===== config.mk =====
export PLATFORM = sky130hd
export DESIGN_NAME = rbc_cell
export DESIGN_NICKNAME = d
export VERILOG_FILES = /design/src/design/rbc_pkg.sv /design/src/design/rbc_cell.sv
export SDC_FILE = /design/constraint.sdc
export NUM_CORES = 1
export LEC_CHECK = 0
export BUFFER_PORTS_ARGS = -buffer_cell sky130_fd_sc_hd__buf_4
export CAP_MARGIN = 20
export CELL_PAD_IN_SITES_DETAIL_PLACEMENT = 0
export CELL_PAD_IN_SITES_GLOBAL_PLACEMENT = 1
export CORE_ASPECT_RATIO = 0.5
export CORE_UTILIZATION = 34
export CTS_CLUSTER_SIZE = 20
export DETAILED_ROUTE_END_ITERATION = 8
export PLACE_DENSITY_LB_ADDON = 0.1
export REMOVE_ABC_BUFFERS = 1
export SYNTH_ARGS = -nofsm -noshare
export SYNTH_HDL_FRONTEND = slang
export SYNTH_SLANG_ARGS = --single-unit

===== constraint.sdc =====
create_clock -name i_clk -period 6 [get_ports i_clk]
set_input_delay 0 -clock i_clk [delete_from_list [all_inputs] [get_ports i_clk]]
set_output_delay 0 -clock i_clk [all_outputs]
set_load 0.01 [all_outputs]

===== src/design/rbc_pkg.sv =====
// Shared types, codes and defaults for the region bounds checker.
`timescale 1ns / 1ps

package rbc_pkg;

    // Default table depth; the top level may override it (1 to 256).
    localparam int TABLE_ENTRIES_DEF = 16;

    // Entry index width, sized for the largest allowed table.
    localparam int IDX_W = 8;

    localparam int ADDR_W = 64;

    typedef enum logic [1:0] {
        OP_TRACK   = 2'd0,
        OP_UNTRACK = 2'd1,
        OP_CHECK   = 2'd2,
        OP_CLAMP   = 2'd3
    } t_opcode;

    typedef enum logic [2:0] {
        STS_OK           = 3'd0,
        STS_NOT_TRACKED  = 3'd1,
        STS_OVERFLOW     = 3'd2,
        STS_OUT_OF_BOUND = 3'd3,
        STS_FULL         = 3'd4
    } t_status;

    typedef enum logic [2:0] {
        S_IDLE,
        S_SUM,
        S_LAUNCH,
        S_WALK,
        S_DIFF,
        S_DONE
    } t_state;

    // Search beat that walks down the row of cells.
    typedef struct packed {
        logic              valid;
        logic [ADDR_W-1:0] key;
        logic              exact_hit;
        logic [IDX_W-1:0]  exact_idx;
        logic              free_hit;
        logic [IDX_W-1:0]  free_idx;
        logic              floor_hit;
        logic [ADDR_W-1:0] floor_base;
        logic [ADDR_W-1:0] floor_size;
    } t_token;

    // Table update broadcast to every cell.
    typedef struct packed {
        logic              en;
        logic              clear;
        logic [IDX_W-1:0]  idx;
        logic [ADDR_W-1:0] base;
        logic [ADDR_W-1:0] size;
    } t_wr;

endpackage


===== src/design/rbc_cell.sv =====
// One table entry of the region bounds checker and its search stage.
`timescale 1ns / 1ps

module rbc_cell #(
    parameter int CELL_INDEX = 0
) (
    input  logic           i_clk,
    input  logic           i_rst_n,
    input  rbc_pkg::t_token i_tok,
    input  rbc_pkg::t_wr    i_wr,
    output rbc_pkg::t_token o_tok
);

    localparam logic [rbc_pkg::IDX_W-1:0] MY_IDX = rbc_pkg::IDX_W'(CELL_INDEX);

    logic                       r_valid;
    logic [rbc_pkg::ADDR_W-1:0] r_base;
    logic [rbc_pkg::ADDR_W-1:0] r_size;
    logic                       r_tok_valid;
    rbc_pkg::t_token            r_tok;
    rbc_pkg::t_token            n_tok;

    // Fold this entry into the passing search beat.
    always_comb begin
        n_tok = i_tok;
        if (r_valid && (r_base == i_tok.key) && !i_tok.exact_hit) begin
            n_tok.exact_hit = 1'b1;
            n_tok.exact_idx = MY_IDX;
        end
        if (!r_valid && !i_tok.free_hit) begin
            n_tok.free_hit = 1'b1;
            n_tok.free_idx = MY_IDX;
        end
        if (r_valid && (r_base <= i_tok.key) &&
            (!i_tok.floor_hit || (r_base > i_tok.floor_base))) begin
            n_tok.floor_hit  = 1'b1;
            n_tok.floor_base = r_base;
            n_tok.floor_size = r_size;
        end
    end

    always_ff @(posedge i_clk) begin
        if (!i_rst_n) begin
            r_valid     <= 1'b0;
            r_tok_valid <= 1'b0;
        end else begin
            r_tok_valid <= i_tok.valid;
            if (i_wr.en && (i_wr.idx == MY_IDX)) begin
                r_valid <= !i_wr.clear;
            end
        end
    end

    always_ff @(posedge i_clk) begin
        r_tok <= n_tok;
        if (i_wr.en && !i_wr.clear && (i_wr.idx == MY_IDX)) begin
            r_base <= i_wr.base;
            r_size <= i_wr.size;
        end
    end

    always_comb begin
        o_tok       = r_tok;
        o_tok.valid = r_tok_valid;
    end

endmodule


After elaboration in Yosys (flattened, before gate mapping):

Cells that the tools add are included.

* $add $sub $neg: 0
* multiply operators: 0
* divide/modulo/power cells: 0
* order comparisons: 2
* equal/unequal tests: 1
* shift operators: 0
* mux-type cells: 1
* bitwise logic cells: 0
* reductions and logical operators: 15

Operator list (count)
* two-way mux 128 bit: 1
* == test 64 bit: 1
* greater-than comparator 64 bit: 1
* less-or-equal comparator 64 bit: 1
* logical AND 1 bit: 8
* zero test 8 bit: 1
* zero test 1 bit: 5
* logical OR 1 bit: 1

* flip-flop bits (word level): 341
* bits in latches: 0
* bits in writable memories: 0
* bits in read-only memories: 0
* input bits: 352
* output and inout bits: 212
* logic and storage cells: 31
* memories kept: 0

Longest topological paths before layout:

Gate-level depths: netlist of run 1.

* depth in word-level cells: 4
* gate-level depth with buffers: 12
* mapped depth without buffers: 10

Least setup slack after synthesis of run 1:

No wires, ideal clock.

* path type: input to register
* start: in i_wr[130] in the netlist's numbering
* end: reg r_base[0] in the netlist's numbering, enable pin
* setup time: 0.618 ns
* arrival: 5.747 ns
* required time: 5.382 ns
* setup slack: -0.365 ns
* stages on the path: 3
* path buffers: 0
* cell sequence: nor4_1 -> nand4b_1 -> nor2_1

* word-level cells in the longest chain between the ends: 2

RTL lines
* start, declared: line rbc_cell.sv:10 `input rbc_pkg::t_wr i_wr,`
* zero test 8 bit: line rbc_cell.sv:56 `if (i_wr.en && !i_wr.clear && (i_wr.idx == MY_IDX)) begin`
* logical AND 1 bit: line rbc_cell.sv:56
* end signal, assigned: line rbc_cell.sv:57 `r_base <= i_wr.base;`
* end, declared: line rbc_cell.sv:17 `logic [rbc_pkg::ADDR_W-1:0] r_base;`

No other way between the ends.
A chain may end at the register's enable or synchronous reset.

==> summary.md, run 1 <==
| Metric | Value |
|---|---|
| Outcome | complete, no violations |
| Die width | ~290 µm |
| WP data arrival | 4.78 ns |
| Critical Path Fanout Max | 46 |
| 1st-pass router iterations | 4 |
| Reg area | 8110 µm² |
| Final worst path period share | 0.729 |
| Layout cells sized above 1 | 0.389 |
| GRT Residual Overflow | 0 |
| Tightest Pin Transition | 0.972 ns |
| Core Area | 39200 µm² |
| Relative slew slack | 0.352 |
| Post-synthesis sequential area ratio | 0.593 |
| First-pass GRT wire length | 61000 µm |
| FFs w/ async S/R, synth | 0 |
| Post-Route Skew | between 0.015 and 0.02 ns |
| Synth area leader | dfxtp_1 |
| Critical Path Source Type | register |
| Clk slew on worst S/H paths | 0.06 ns |
| RSZ-0062 raised after global routing | no |
| IO Pins | 564 |
| Post-synth EDFFs | 128 |
| Final instance area | 23000 µm² |
| Area of the multi-input gates | 4820 µm² |
| TritonCTS clock tree | yes |
| RD Place Congestion | about 0.79 |
| Final Hold Vio Count | 0 |
| Area contributors post-synth | dfxtp_1 31%, edfxtp_1 28%, mux2_4 13%, ha_1 12%, inv_1 3.5% |
| Max VDD drop | 0.000214 V |
| Post-CTS Setup Bufs | 0 |
| Clock buffer depth | 3 |
| Predominant post-synthesis flop cell | dfxtp_1 |
| Drt wl/cell | 16.7 µm |
| Final setup viols | 0 |
| Setup crit end kind | register |
| WS Path Type | register to register |
| YS warnings | 0 |
| Achievable frequency | between 200 and 250 MHz |
| Post-cts sizing count | 0 |
| Worst path bufs/invs | 1 |
| Largest net degree at the start of global routing | around 110 |
| Nets | roughly 2400 |
| Delay-heaviest family, CP | simple AND/OR/NAND/NOR gates |
| DP Wirelength | between 30000 and 40000 µm |
| Post-CTS Hold Buffers | 351 |
| Vias per cell | ~4.3 |
| Num CTS Buffers | 34 |
| Placed Area | ~18000 µm² |
| Most used cell, CP | nand4_1 |
| Syn Area/Cell | 14.0 µm² |
| Routed Wire Length | 41300 µm |
| Clock latency on the worst-skew pair | approximately 0.52 ns |
| Total track usage | 0.192 |
| CP peak stage delay | approximately 0.72 ns |
| ANT nets after route | 0 |
| CP Cell Sequence | ha_1 -> nand4_1 -> or4_1 -> or4_4 -> nor2_2 -> nand4_1 -> o211ai_2 -> nand3b_4 -> buf_4 -> mux2_4 |
| DIE HEIGHT | ~140 µm |
| Tmin final | 4.37 ns |
| Initial antenna violation count | 2 |
| Required @ worst endpoint | roughly 6.4 ns |
| Worst hold path type | input pin to register |
| Post-Syn Area | ~14000 µm² |
| Input/output buffers | 563 |
| Synth unique cells | 45 |
| Synth top area share | 0.312 |
| Vias | 10665 |
| Std-Cell Rows | 51 |
| DIE AREA | 41100 µm² |
| Cells after Synth | slightly below 1000 |
| Vias in the first global route | between 10000 and 15000 |
| Synthesized flop and latch total | 341 |
| Post-layout util | 0.586 |
| Max Slew Vio Count | 0 |
| CP max stage cell | nand3b_4 |
| H-tree depth | 2 |
| Leak | 0.0110 µW |
| CTS Root Cell | clkbuf_16 |
| Fillers | 3229 |
| Hold_ws | ~0.058 ns |
| Initial core utilization | 0.349 |
| Area delta synth->final | 68.2% |
| Max cap viols | 0 |
| Setup_tns | 0 ns |
| PwrDens | roughly 230 nW/µm² |
| Drt drc | 0 |
| CTS Sinks | 341 |
| DRT iter0 DRCs | 322 |
==> worst min-delay path, cell delays in order <==
cell and delay (ns):
buf_4 0.08, nand4b_1 0.21, and2_1 0.16, o21a_1 0.10
==> path summary, 6_finish.rpt <==
check	startpoint	endpoint	slack (ns)	depth (start not counted)
max	r_base[61]	o_tok[41]	1.63	10
min	i_wr[134]	r_valid	0.06	4
max reg2reg	r_base[61]	o_tok[41]	1.63	10
min reg2reg	r_size[20]	o_tok[20]	0.46	1
==> placed cells by master, fill, tap and decap left out, types with 2 or more instances in the layout <==
cell type / instances
clkbuf_8: 8
ha_1: 128
buf_12: 2
a221oi_1: 5
a211oi_1: 3
nand3_1: 16
a21oi_1: 48
nand4_1: 18
clkinv_2: 5
o211ai_1: 2
inv_1: 129
nor4_1: 4
a21o_1: 3
nor2b_1: 20
nor3_1: 8
dfxtp_1: 213
clkinv_1: 2
nand2_1: 40
clkbuf_16: 36
and2_1: 2
nor2_1: 15
clkbuf_1: 5
buf_4: 566
mux2_2: 8
and4_1: 6
inv_4: 2
o21ai_0: 15
nand2b_1: 4
edfxtp_1: 128
mux2_4: 120
dlygate4sd3_1: 351
a21boi_0: 3
a221o_1: 3
o21a_1: 2
==> per-layer routing <==
metal	wire length, µm	GRT usage	vias up
met3	1790	0.0411	57
met2	23300	0.387	230
li1	-	-	5310
met1	15500	0.202	5066
met4	745	0.0481	2
met5	17	0	-
==> sequential cells by signal, indices dropped and copies added (netlist names) <==
name	cells
r_base	64
r_size	64
r_tok_valid	1
r_valid	1
o_tok	211
==> kinds of logic after synthesis <==
kind of cell,share of synthesized area
AO/OA/AOI/OAI,0.0407
adder cells (fa/ha/maj),0.117
buffers and inverters,0.0558
flip-flops,0.593
multiplexers,0.138
AND/OR/NAND/NOR,0.0553
==> where the power goes <==
group          total, µW  switching (µW)  internal, µW
Combinational        730             248           482
Sequential          2500            22.9          2470
Clock               2170             921          1250
Total               5390            1190          4200
==> area by class of cell <==
| cell class | instances | share of cell area |
|---|---|---|
| clock inverters | 12 | 0.00413 |
| inverters | 129 | 0.0210 |
| diodes | 1 | 0.000109 |
| multi-input cells | 491 | 0.210 |
| clock buffers | 49 | 0.0448 |
| flip-flops and latches | 341 | 0.352 |
| well taps | 530 | 0.0288 |
| repair buffers | 919 | 0.339 |
==> synth_stat cells (2+ instances only) <==
cell type and instances:
dfxtp_1 213, inv_1 129, edfxtp_1 128, ha_1 128, mux2_4 120, a21oi_1 48
nand2_1 40, nor2b_1 20, nand4_1 18, nand3_1 16, nor2_1 16, o21ai_0 15
buf_12 13, mux2_2 8, nor3_1 8, and4_1 6, a221oi_1 5, nand2b_1 4
nor4_1 4, a211oi_1 3, a21boi_0 3, a21o_1 3, a221o_1 3, and2_1 2
o211ai_1 2, o21a_1 2
==> stage by stage <==
stage,std cells,setup slack (ns),total power [µW]
finish,2472,1.63,5390
floorplan,961,-0.365,2730
global route,2472,1.32,5630
global placement,2059,1.68,3080
CTS,2471,1.55,5480
detailed placement,2059,1.56,3090
Power figures use the tool's default switching activity.
==> inputs of run 2 (changes only) <==
CORE_AREA = 2 2 217 219   (was unset)
CORE_ASPECT_RATIO = unset   (was 0.5)
CORE_UTILIZATION = unset   (was 34)
DIE_AREA = 0 0 219 221   (was unset)
clock period = 4.4 ns   (was 6 ns; I/O delays follow)
==> summary.md, run 2 (synthesized netlist as in run 1, its figures left out) <==
| Metric | Value |
|---|---|
| Most used cell, CP | nand4_1 |
| First-pass GRT wire length | 67700 µm |
| Total track usage | 0.186 |
| Core Area | 46100 µm² |
| Tot Pwr | just under 8000 µW |
| Final Hold Vio Count | 0 |
| CTS Sinks | 341 |
| RD Place Congestion | 0.840 |
| Tightest Pin Transition | around 0.9 ns |
| Clk slew on worst S/H paths | around 0.060 ns |
| Wl on met1 | 18100 µm |
| Worst hold path type | input pin to register |
| Reg2Reg Launch Point | r_base[58] |
| Met2 routed WL | around 24000 µm |
| Setup_tns | 0 ns |
| IO Pins | 564 |
| Num CTS Buffers | 40 |
| Final worst path period share | 0.851 |
| Layout cells sized above 1 | 0.393 |
| Routed Wire Length | 45700 µm |
| Placed Area | 18500 µm² |
| CP Cell Sequence | ha_1 -> nand4_1 -> or4_1 -> or4_4 -> nor2_2 -> nand4_1 -> or2_1 -> nand3b_4 -> buf_12 -> mux2_2 |
| WS Path Type | register to register |
| Critical Path Source Type | register |
| Outcome | complete, no violations |
| 1st-pass router iterations | 4 |
| ANT nets after route | 0 |
| Final setup viols | 0 |
| Final instance area | ~23000 µm² |
| Vias in the first global route | 11574 |
| TritonCTS clock tree | yes |
| Met3 wire len | 2640 µm |
| Std-Cell Rows | 79 |
| H-tree depth | 2 |
| PwrDens | 331 nW/µm² |
| Input/output buffers | 563 |
| Drt wl/cell | 17.8 µm |
| GRT Residual Overflow | 0 |
| Pre-CTS WS | 0.588 ns |
| Vias per cell | 4.15 |
| Initial antenna violation count | 8 |
| Nets | 2399 |
| Hold Startpoint | i_wr[134] |
| Max cap viols | 0 |
| RSZ-0062 raised after global routing | no |
| CTS Root Cell | clkbuf_16 |
| Most frequent cells in the layout | 566 x buf_4, 346 x dlygate4sd3_1, 213 x dfxtp_1, 129 x inv_1 |
| WP data arrival | 4.19 ns |
| DRT iter0 DRCs | 307 |
| Leak | approximately 0.011 µW |
| Reg2Reg Depth | 10 |
| Commonest non-fill, non-tap cell in the layout | buf_4 |
| Worst Slack Setup Final | 0.653 ns |
| Die width | roughly 220 µm |
| Delay-heaviest family, CP | simple AND/OR/NAND/NOR gates |
| Max reg flops | 211 |
| Setup slack, reg-to-reg | approximately 0.65 ns |
| Vias | around 11000 |
| CP max stage cell | or4_1 |
| Drt drc | 0 |
| Max VDD drop | ~0.00026 V |
| Hold path cells | 4 |
| DR top layer | met5 |
| Critical Path Fanout Max | 54 |
| Clock latency on the worst-skew pair | 0.56 ns |
| Max Slew Vio Count | 0 |
| Reg2reg end | o_tok[2] |
| DP Wirelength | approximately 35000 µm |
| Required @ worst endpoint | 4.84 ns |
| Relative slew slack | 0.407 |
| Worst path bufs/invs | 1 |
| CP peak stage delay | around 0.56 ns |
| Initial core utilization | 0.297 |
| Tmin final | between 3 and 4 ns |
| Hold_ws | 0.0236 ns |
| Post-Route Skew | 0.0128 ns |
| Clock buffer depth | 3 |
| DIE HEIGHT | ~220 µm |
| Hold endpoint | r_valid |
| Achievable frequency | 267 MHz |
| Worst path depth | 10 |
| Post-CTS Setup Bufs | 0 |
| Area delta synth->final | 70.3% |
| Largest net degree at the start of global routing | approximately 70 |
| DIE AREA | roughly 48000 µm² |
| Setup crit end kind | register |
[run 2: cell count changes in the layout (fill, tap and decap cells not counted), sizes merged]
cell / delta
dlygate4sd3: -5
inv: -2
clkinvlp: +2
clkbuf: +12
diode: +5
buf: +2
[run 2: how the worst max path moves through the flow]
stage / start / to / slack [ns]
finish: r_base[58] / o_tok[2] / 0.65
global route: r_base[58] / o_tok[6] / 0.41
CTS: r_base[58] / o_tok[2] / 0.57
detailed placement: r_base[58] / o_tok[4] / 0.59
global placement: r_base[58] / o_tok[6] / 0.64
floorplan: i_wr[130] / r_base[0] / -1.97
[run 2: final cells by class]
class | instances | area [µm²]
fillers | 4156 | 22800
flip-flops and latches | 341 | 8110
repair buffers | 916 | 7790
multi-input cells | 491 | 4820
clock buffers | 61 | 1200
well taps | 607 | 759
inverters | 129 | 484
clock inverters | 12 | 106
diodes | 6 | 15.0
[run 2: worst register-to-register path: stages, from the launching register on]
cell and delay [ns]:
edfxtp_1 0.42, ha_1 0.34, nand4_1 0.17, or4_1 0.56, or4_4 0.52, nor2_2 0.21, nand4_1 0.15, or2_1 0.30
nand3b_4 0.13, buf_12 0.37, mux2_2 0.47
[run 2: through the flow]
step / instances / util
finish: 2563 / 0.506
global route: 2563 / 0.506
CTS: 2557 / 0.505
detailed placement: 2138 / 0.402
global placement: 2138 / 0.402
floorplan: 961 / -
[run 2: power breakdown]
part,switching [µW],internal (µW)
Clock,1350,1950
Sequential,31.9,3380
Combinational,349,655
[run 2: routing by layer]
layer / vias to the layer above / track usage
met5: - / 0
li1: 5334 / -
met2: 296 / 0.343
met3: 42 / 0.0410
met4: 2 / 0.0543
met1: 4969 / 0.213
[run 2: what timing repair did]
action / CTS / global route
endpoints found under the hold margin: 365 / 0
hold buffers: 346 / 0
resized for setup: 0 / 0
